===== config.mk =====
export PLATFORM = sky130hd
export DESIGN_NAME = cjsf_ctrl
export DESIGN_NICKNAME = d
export VERILOG_FILES = /design/src/rtl/cjsf_pkg.sv /design/src/rtl/cjsf_ctrl.sv
export VERILOG_INCLUDE_DIRS = /design/src /design/src/rtl
export SDC_FILE = /design/constraint.sdc
export NUM_CORES = 1
export LEC_CHECK = 0
export BUFFER_PORTS_ARGS = -buffer_cell sky130_fd_sc_hd__buf_4
export CAP_MARGIN = 40
export CORE_MARGIN = 4
export CORE_UTILIZATION = 43
export CTS_BUF_LIST = sky130_fd_sc_hd__clkbuf_4 sky130_fd_sc_hd__clkbuf_8
export DETAILED_ROUTE_END_ITERATION = 6
export PLACE_DENSITY_LB_ADDON = 0.1
export SLEW_MARGIN = 20
export SYNTH_ARGS = -nofsm -noshare
export SYNTH_HDL_FRONTEND = slang
export SYNTH_SLANG_ARGS = --single-unit

===== constraint.sdc =====
create_clock -name clk -period 1.85 [get_ports clk]
set_input_delay 0.0925 -clock clk [delete_from_list [all_inputs] [get_ports clk]]
set_output_delay 0.0925 -clock clk [all_outputs]
set_load 0.02 [all_outputs]

===== src/rtl/charge_jump_split_finder_macros.svh =====
// Assertion macros shared by the charge jump split finder RTL.
// Each macro expects signals named clk and rst_n in the including scope.
`ifndef CHARGE_JUMP_SPLIT_FINDER_MACROS_SVH
`define CHARGE_JUMP_SPLIT_FINDER_MACROS_SVH

// Same-cycle implication, disabled while reset is asserted.
`define CJSF_ASSERT_IMP(label, cond, expr, msg) \
    label: assert property (@(posedge clk) disable iff (!rst_n) (cond) |-> (expr)) \
        else $error(msg);

// Next-cycle implication, disabled while reset is asserted.
`define CJSF_ASSERT_NXT(label, cond, expr, msg) \
    label: assert property (@(posedge clk) disable iff (!rst_n) (cond) |=> (expr)) \
        else $error(msg);

`endif


===== src/rtl/cjsf_pkg.sv =====
// Shared types and constants of the charge jump split finder.
// Used by the datapath, the controller and the top level; no dependencies.
`default_nettype none

package cjsf_pkg;

    localparam int CHARGE_W   = 20;
    localparam int MSH_W      = 9;
    localparam int TOL_W      = 8;
    localparam int THR_W      = 20;
    localparam int IDX_W      = 10;
    localparam int LIM_W      = TOL_W + THR_W;
    localparam int CFG_IDX_W  = 2;
    localparam int CFG_DATA_W = 20;

    localparam logic [CFG_IDX_W-1:0] REG_MIN_SIDE = 2'd0;
    localparam logic [CFG_IDX_W-1:0] REG_TOL      = 2'd1;
    localparam logic [CFG_IDX_W-1:0] REG_THR      = 2'd2;

    localparam logic [MSH_W-1:0] MSH_RESET = 9'd3;
    localparam logic [TOL_W-1:0] TOL_RESET = 8'd128;
    localparam logic [THR_W-1:0] THR_RESET = 20'd200;

    typedef struct packed {
        logic [CHARGE_W-1:0] charge;
        logic                last;
    } in_item_t;

    typedef struct packed {
        logic             found;
        logic [IDX_W-1:0] split_index;
    } out_item_t;

    typedef enum logic [2:0] {
        RD_ZERO,
        RD_ONE,
        RD_TWO,
        RD_JM1,
        RD_JP1,
        RD_IP2
    } rd_sel_t;

    typedef struct packed {
        logic    store;
        logic    init;
        logic    shift;
        rd_sel_t rd_sel;
        logic    judge_take;
        logic    step_left;
        logic    left_end;
        logic    step_right;
        logic    right_end;
        logic    next_i;
        logic    load_out;
    } dp_cmd_t;

    typedef struct packed {
        logic short_clu;
        logic reject;
        logic wl_stop;
        logic wr_stop;
        logic too_big;
        logic scan_end;
        logic out_free;
    } dp_stat_t;

endpackage

`default_nettype wire


===== src/rtl/cjsf_ctrl.sv =====
// Controller of the charge jump split finder: sequences loading, the scan over
// interior hits and the plateau walks. Depends on cjsf_pkg and the macro header.
`default_nettype none
`include "charge_jump_split_finder_macros.svh"

module cjsf_ctrl (
    input  wire logic               clk,
    input  wire logic               rst_n,
    input  wire logic               in_valid,
    input  wire logic               in_last,
    output logic                    in_ready,
    input  wire cjsf_pkg::dp_stat_t stat,
    output cjsf_pkg::dp_cmd_t       cmd
);
    import cjsf_pkg::*;

    typedef enum logic [13:0] {
        ST_LOAD   = 14'b00000000000001,
        ST_INIT   = 14'b00000000000010,
        ST_FILL_A = 14'b00000000000100,
        ST_FILL_B = 14'b00000000001000,
        ST_FILL_C = 14'b00000000010000,
        ST_DIFF   = 14'b00000000100000,
        ST_JUDGE  = 14'b00000001000000,
        ST_WL_CHK = 14'b00000010000000,
        ST_WL_CMP = 14'b00000100000000,
        ST_WR_CHK = 14'b00001000000000,
        ST_WR_CMP = 14'b00010000000000,
        ST_NEXT   = 14'b00100000000000,
        ST_ADV    = 14'b01000000000000,
        ST_FIN    = 14'b10000000000000
    } state_t;

    state_t state_reg;
    state_t state_next;

    always_ff @(posedge clk or negedge rst_n)
    begin
        if (!rst_n)
        begin
            state_reg <= ST_LOAD;
        end
        else
        begin
            state_reg <= state_next;
        end
    end

    always_comb
    begin
        state_next = state_reg;
        cmd        = '0;
        cmd.rd_sel = RD_ZERO;
        in_ready   = 1'b0;
        case (state_reg)
            ST_LOAD:
            begin
                in_ready = 1'b1;
                if (in_valid)
                begin
                    cmd.store = 1'b1;
                    if (in_last)
                    begin
                        state_next = ST_INIT;
                    end
                end
            end
            ST_INIT:
            begin
                cmd.init = 1'b1;
                if (stat.short_clu)
                begin
                    state_next = ST_FIN;
                end
                else
                begin
                    cmd.rd_sel = RD_ZERO;
                    state_next = ST_FILL_A;
                end
            end
            ST_FILL_A:
            begin
                cmd.shift  = 1'b1;
                cmd.rd_sel = RD_ONE;
                state_next = ST_FILL_B;
            end
            ST_FILL_B:
            begin
                cmd.shift  = 1'b1;
                cmd.rd_sel = RD_TWO;
                state_next = ST_FILL_C;
            end
            ST_FILL_C:
            begin
                cmd.shift  = 1'b1;
                state_next = ST_DIFF;
            end
            ST_DIFF:
            begin
                state_next = ST_JUDGE;
            end
            ST_JUDGE:
            begin
                if (stat.reject)
                begin
                    state_next = ST_NEXT;
                end
                else
                begin
                    cmd.judge_take = 1'b1;
                    state_next     = ST_WL_CHK;
                end
            end
            ST_WL_CHK:
            begin
                if (stat.wl_stop)
                begin
                    cmd.left_end = 1'b1;
                    state_next   = ST_WR_CHK;
                end
                else
                begin
                    cmd.rd_sel = RD_JM1;
                    state_next = ST_WL_CMP;
                end
            end
            ST_WL_CMP:
            begin
                if (stat.too_big)
                begin
                    cmd.left_end = 1'b1;
                    state_next   = ST_WR_CHK;
                end
                else
                begin
                    cmd.step_left = 1'b1;
                    state_next    = ST_WL_CHK;
                end
            end
            ST_WR_CHK:
            begin
                if (stat.wr_stop)
                begin
                    cmd.right_end = 1'b1;
                    state_next    = ST_NEXT;
                end
                else
                begin
                    cmd.rd_sel = RD_JP1;
                    state_next = ST_WR_CMP;
                end
            end
            ST_WR_CMP:
            begin
                if (stat.too_big)
                begin
                    cmd.right_end = 1'b1;
                    state_next    = ST_NEXT;
                end
                else
                begin
                    cmd.step_right = 1'b1;
                    state_next     = ST_WR_CHK;
                end
            end
            ST_NEXT:
            begin
                if (stat.scan_end)
                begin
                    state_next = ST_FIN;
                end
                else
                begin
                    cmd.rd_sel = RD_IP2;
                    cmd.next_i = 1'b1;
                    state_next = ST_ADV;
                end
            end
            ST_ADV:
            begin
                cmd.shift  = 1'b1;
                state_next = ST_DIFF;
            end
            ST_FIN:
            begin
                if (stat.out_free)
                begin
                    cmd.load_out = 1'b1;
                    state_next   = ST_LOAD;
                end
            end
            default:
            begin
                state_next = ST_LOAD;
            end
        endcase
    end

    `CJSF_ASSERT_IMP(a_load_out_free, cmd.load_out, stat.out_free, "result loaded over a pending transfer")
    `CJSF_ASSERT_IMP(a_left_read, state_reg == ST_WL_CMP, $past(cmd.rd_sel) == RD_JM1, "left compare without matching read")
    `CJSF_ASSERT_IMP(a_adv_read, state_reg == ST_ADV, $past(cmd.next_i), "window advance without index step")

endmodule

`default_nettype wire


## Word level (Yosys, flattened, before mapping)

Cells that the tools add are included.

| operators by class | value |
|---|---|
| add/sub/neg operators | 0 |
| multipliers | 0 |
| divide/modulo/power cells | 0 |
| order comparisons | 0 |
| equality and inequality tests | 17 |
| shift operators | 0 |
| multiplexer cells | 34 |
| bitwise gates (word level) | 0 |
| reductions and logical operators | 3 |

Operators by type and width:

| cell | number |
|---|---|
| 14-bit case mux with 13 select lines | 1 |
| 14-bit two-way mux | 5 |
| 12-bit two-way mux | 3 |
| 10-bit two-way mux | 2 |
| 1-bit two-way mux | 17 |
| 3-bit case mux with 5 select lines | 1 |
| 14-bit by 1-bit equality test with 1-bit output, second input constant | 1 |
| 14-bit by 10-bit equality test with 1-bit output, second input constant | 1 |
| 14-bit by 11-bit equality test with 1-bit output, second input constant | 1 |
| 14-bit by 12-bit equality test with 1-bit output, second input constant | 1 |
| 14-bit by 13-bit equality test with 1-bit output, second input constant | 1 |
| 14-bit equality test, second input constant | 1 |
| 14-bit by 2-bit equality test with 1-bit output, second input constant | 1 |
| 14-bit by 3-bit equality test with 1-bit output, second input constant | 1 |
| 14-bit by 4-bit equality test with 1-bit output, second input constant | 1 |
| 14-bit by 5-bit equality test with 1-bit output, second input constant | 1 |
| 14-bit by 6-bit equality test with 1-bit output, second input constant | 1 |
| 14-bit by 7-bit equality test with 1-bit output, second input constant | 1 |
| 14-bit by 8-bit equality test with 1-bit output, second input constant | 1 |
| 14-bit by 9-bit equality test with 1-bit output, second input constant | 1 |
| 3-bit two-way mux | 2 |
| 2-bit != test, second input constant | 3 |
| 1-bit case mux with 2 select lines | 2 |
| 4-bit OR reduction | 1 |
| other kinds (3) | 3 |

| word-level totals | value |
|---|---|
| register bits after elaboration | 14 |
| bits in latches | 0 |
| RAM bits | 0 |
| bits in read-only memories | 0 |
| bits of input ports | 11 |
| output and inout bits | 14 |
| logic and storage cells | 55 |
| memories kept | 0 |

## Depth between registers and ports, before layout

| logic depth | value |
|---|---|
| depth in word-level cells | 3 |
| gate-level depth with buffers | 6 |

## Worst setup path before layout

OpenSTA, ideal clock, no wires.

| path | value |
|---|---|
| path kind | register to register |
| start | register state_reg[5] |
| end | register state_reg[11] |
| library setup time | 0.080 ns |
| data arrival time | 2.340 ns |
| required time | 1.770 ns |
| setup slack | -0.570 ns |
| cell stages (with the launch flop) | 5 |
| clock period less this slack | 2.420 ns |
| cells stage by stage | dfrtp_1 > nor4_4 > nand3_2 > a2111oi_0 > o21bai_1 |

| on the way | value |
|---|---|
| word-level cells in the longest chain between the ends | 3 |
| elaborated cells between the ends (all ways) | 20 |

Ends and longest elaborated chain:

| element | line | RTL |
|---|---|---|
| start, declared | cjsf_ctrl.sv:34 | `state_t state_reg;` |
| start signal, assigned | cjsf_ctrl.sv:45 | `state_reg <= state_next;` |
| 14-bit by 13-bit equality test with 1-bit output (tied with other cells) | cjsf_ctrl.sv:55 | `case (state_reg)` |
| 2-bit OR reduction (no line) / 2-bit != test (equally long branches) | n/a |  |
| 14-bit case mux with 13 select lines / 3-bit AND reduction (equally long branches) | n/a |  |

Parallel ways exist; a longest one is shown, timed or not.
A chain may end at the register's enable or synchronous reset.

==> reports/qor.csv <==
metric,value,unit
Post-Syn Instances,96,
Pleak,0.780,nW
drt wl/cell,18.5,um
"commonest non-fill, non-tap cells in the layout","buf_4, buf_6, dfrtp_1",
synthesized flop and latch total,14,
Pwr per Cell Area,854,nW/um2
initial antenna violation count,0,
post-layout util,83.5,%
GRT Resource Usage Total,22.9,%
Worst R2R Setup Slack,-0.21,ns
initial core utilization,46.8,%
Slew @ Worst Pin,0.428,ns
Final period util,119,%
Filler cells,107,
Sw Ratio,37.9,%
first-pass GRT wire length,4.81,mm
sequential share of the synthesized area,37.1,%
clock latency on the worst-skew pair,0.30,ns
Worst Skew,0.00886,ns
crit-path max FO,5,
Die Height,54.9,um
clock period minus worst slack,2.21,ns
largest net degree at the start of global routing,15,
Post-Syn Area per Cell,9.87,um2
routability cong.,0.834,
max reg flops,14,
# diodes,0,
WP data required,1.76,ns
worst hold-check path type,primary input to register,
die area,3020,um2
sequential share of power,26.5,%
WHS Endpoint,state_reg[0]$_DFFE_PN1P_,
clk buf depth,2,
synth warn,0,
Syn Nets,107,
Core ar.,2020,um2
clk sinks,14,
share of cells above drive strength 1,64.0,%
WHS Path Cells,4,
Max Fclk,0.453,GHz
Max-cap violations,0,
Final Setup Violations,17,
Final Slew Violations,0,
combinational power share,58.6,%
hpwl dp,1.88,mm
DRC violations left,0,
Worst setup EP type,output pin,
final setup margin,-0.360,ns
drt first pass iters,4,
setup_tns,-3.26,ns
CTS Root Cell,clkbuf_4,
failing checks,negative setup slack,
I/O pin cnt,25,
RR Startpoint,state_reg[4]$_DFFE_PN0P_,
Clock power frac,14.9,%
H-Tree Depth,1,
Unique masters post-synth,44,
Cell Int Power,0.000896,W
status,"finished, violations left",
Worst IR Drop VDD,0.000730,V
port buffer count,24,
Critical R2R Capture,state_reg[0]$_DFFE_PN1P_,
vias per inst,5.82,
R2R depth,11,
startpoint types,register,
CTS tree,yes,
crit path DAT,2.12,ns
Setup CP Type,register to output pin,
TritonCTS Buffers,3,
Final Hold Fails,0,
Hold Path Origin,in_last,
NetSw,0.000546,W
clock slew at reported path FFs,0.09,ns
DR vias,1095,
Die X-Extent,54.9,um
total power,0.00144,W
grt total ovfl,0,
number of DRC markers in iteration 0,37,
Post-synth EDFFs,0,
design area,1690,um2
Slew HR,71.1,%
Nets,173,
Synth Cell Area,947,um2
"commonest non-fill, non-tap cell in the layout",buf_4,
number of global-route vias before repair,1075,
# rows,16,
Routed Antenna Nets,0,
area grow syn2layout,78.3,%
main flop type after synthesis,dfrtp_1,
Post-DP Area,1270,um2
Async SR Flop Fraction,100,%
unrepaired setup endpoints after global routing,true,
WL final,3.48,mm
## power groups by stage
stage	combinational, W	sequential (W)	clock (W)
2_1_floorplan	0.000277	0.000379	0
3_5_place_dp	0.000470	0.000388	0
5_1_grt	0.000899	0.000386	0.000232
6_report	0.000845	0.000382	0.000215
4_1_cts	0.000691	0.000384	0.000210
3_3_place_gp	0.000469	0.000387	0
## routing by layer
metal / GRT usage, % / up-vias / share of wire, %
met5: 0 / - / 0
met4: 13.8 / 0 / 3.2
met3: 3.49 / 15 / 4.4
met2: 39.0 / 51 / 52
met1: 27.1 / 534 / 40
li1: - / 495 / -
## layout make-up
type	count	area [um2]	share of cell area (%)
inverter	1	3.75	0.222
multi-input combinational	78	732	43.3
tap	27	33.8	2.00
timing repair buffer	64	533	31.6
sequential	14	357	21.1
clock buffer	4	30.0	1.78
## Yosys cell counts (2+ instances only)
library cell	count	area [um2]
or4b_2	2	20.0
nor4_1	2	12.5
nand4b_1	2	17.5
nor3_1	4	20.0
nand2_1	6	22.5
or2_2	2	12.5
or2_1	2	12.5
nor2b_1	2	12.5
and3_2	2	15.0
nor2_1	11	41.3
nand2b_1	3	18.8
nor4_2	3	37.5
nor4_4	2	42.5
nand3_1	3	15.0
o21ai_0	2	10.0
or4_1	2	15.0
xor2_1	2	17.5
o22ai_1	2	12.5
nand3b_1	3	22.5
dfrtp_1	13	325
nor4b_1	2	17.5
buf_4	2	15.0
## worst max-delay path: stages, from the launching register on
cell      delay (ns)
dfrtp_1         0.40
nor2_1          0.32
nand4b_1        0.28
nor4b_4         0.37
and2b_1         0.21
or2_2           0.13
buf_6           0.11
## per-stage QoR
stage / setup slack, ns / hold WS (ns) / cells
floorplan: -0.0639 / -0.203 / 96
global placement: -0.0426 / -0.0496 / 160
detailed placement: -0.0521 / -0.0441 / 160
CTS: -0.332 / 0.00399 / 181
global route: -0.528 / 0.0573 / 188
finish: -0.360 / 0.0560 / 188
## logic make-up (layout without fill, tap and decap cells)
logic type                Yosys count  after routing  synth area share, %
DFF                                14             14                 37.1
AOI/OAI and AO/OA                  13             13                 11.1
buffers and inverters               4             69                 2.51
xor gates and xnor gates            3              3                 2.77
and+or+nand+nor                    62             62                 46.5
## what timing repair did
item	in CTS	in global routing
endpoints found under the setup margin	15	19
buffers inserted	15	6
hold endpoints to repair	15	1
hold buffers	2	1
pin swaps	14	6
gates resized for setup	29	12
## how the worst max path moves through the flow
stage,depth (start not counted),from,endpoint
2_1_floorplan,5,state_reg[5]$_DFFE_PN0P_,state_reg[7]$_DFFE_PN0P_
5_1_grt,6,state_reg[13]$_DFFE_PN0P_,cmd[8]
3_3_place_gp,6,state_reg[11]$_DFFE_PN0P_,cmd[8]
6_report,6,state_reg[13]$_DFFE_PN0P_,cmd[8]
4_1_cts,6,state_reg[9]$_DFFE_PN0P_,cmd[7]
3_5_place_dp,6,state_reg[11]$_DFFE_PN0P_,cmd[8]
(Power assumes the default switching activity.)
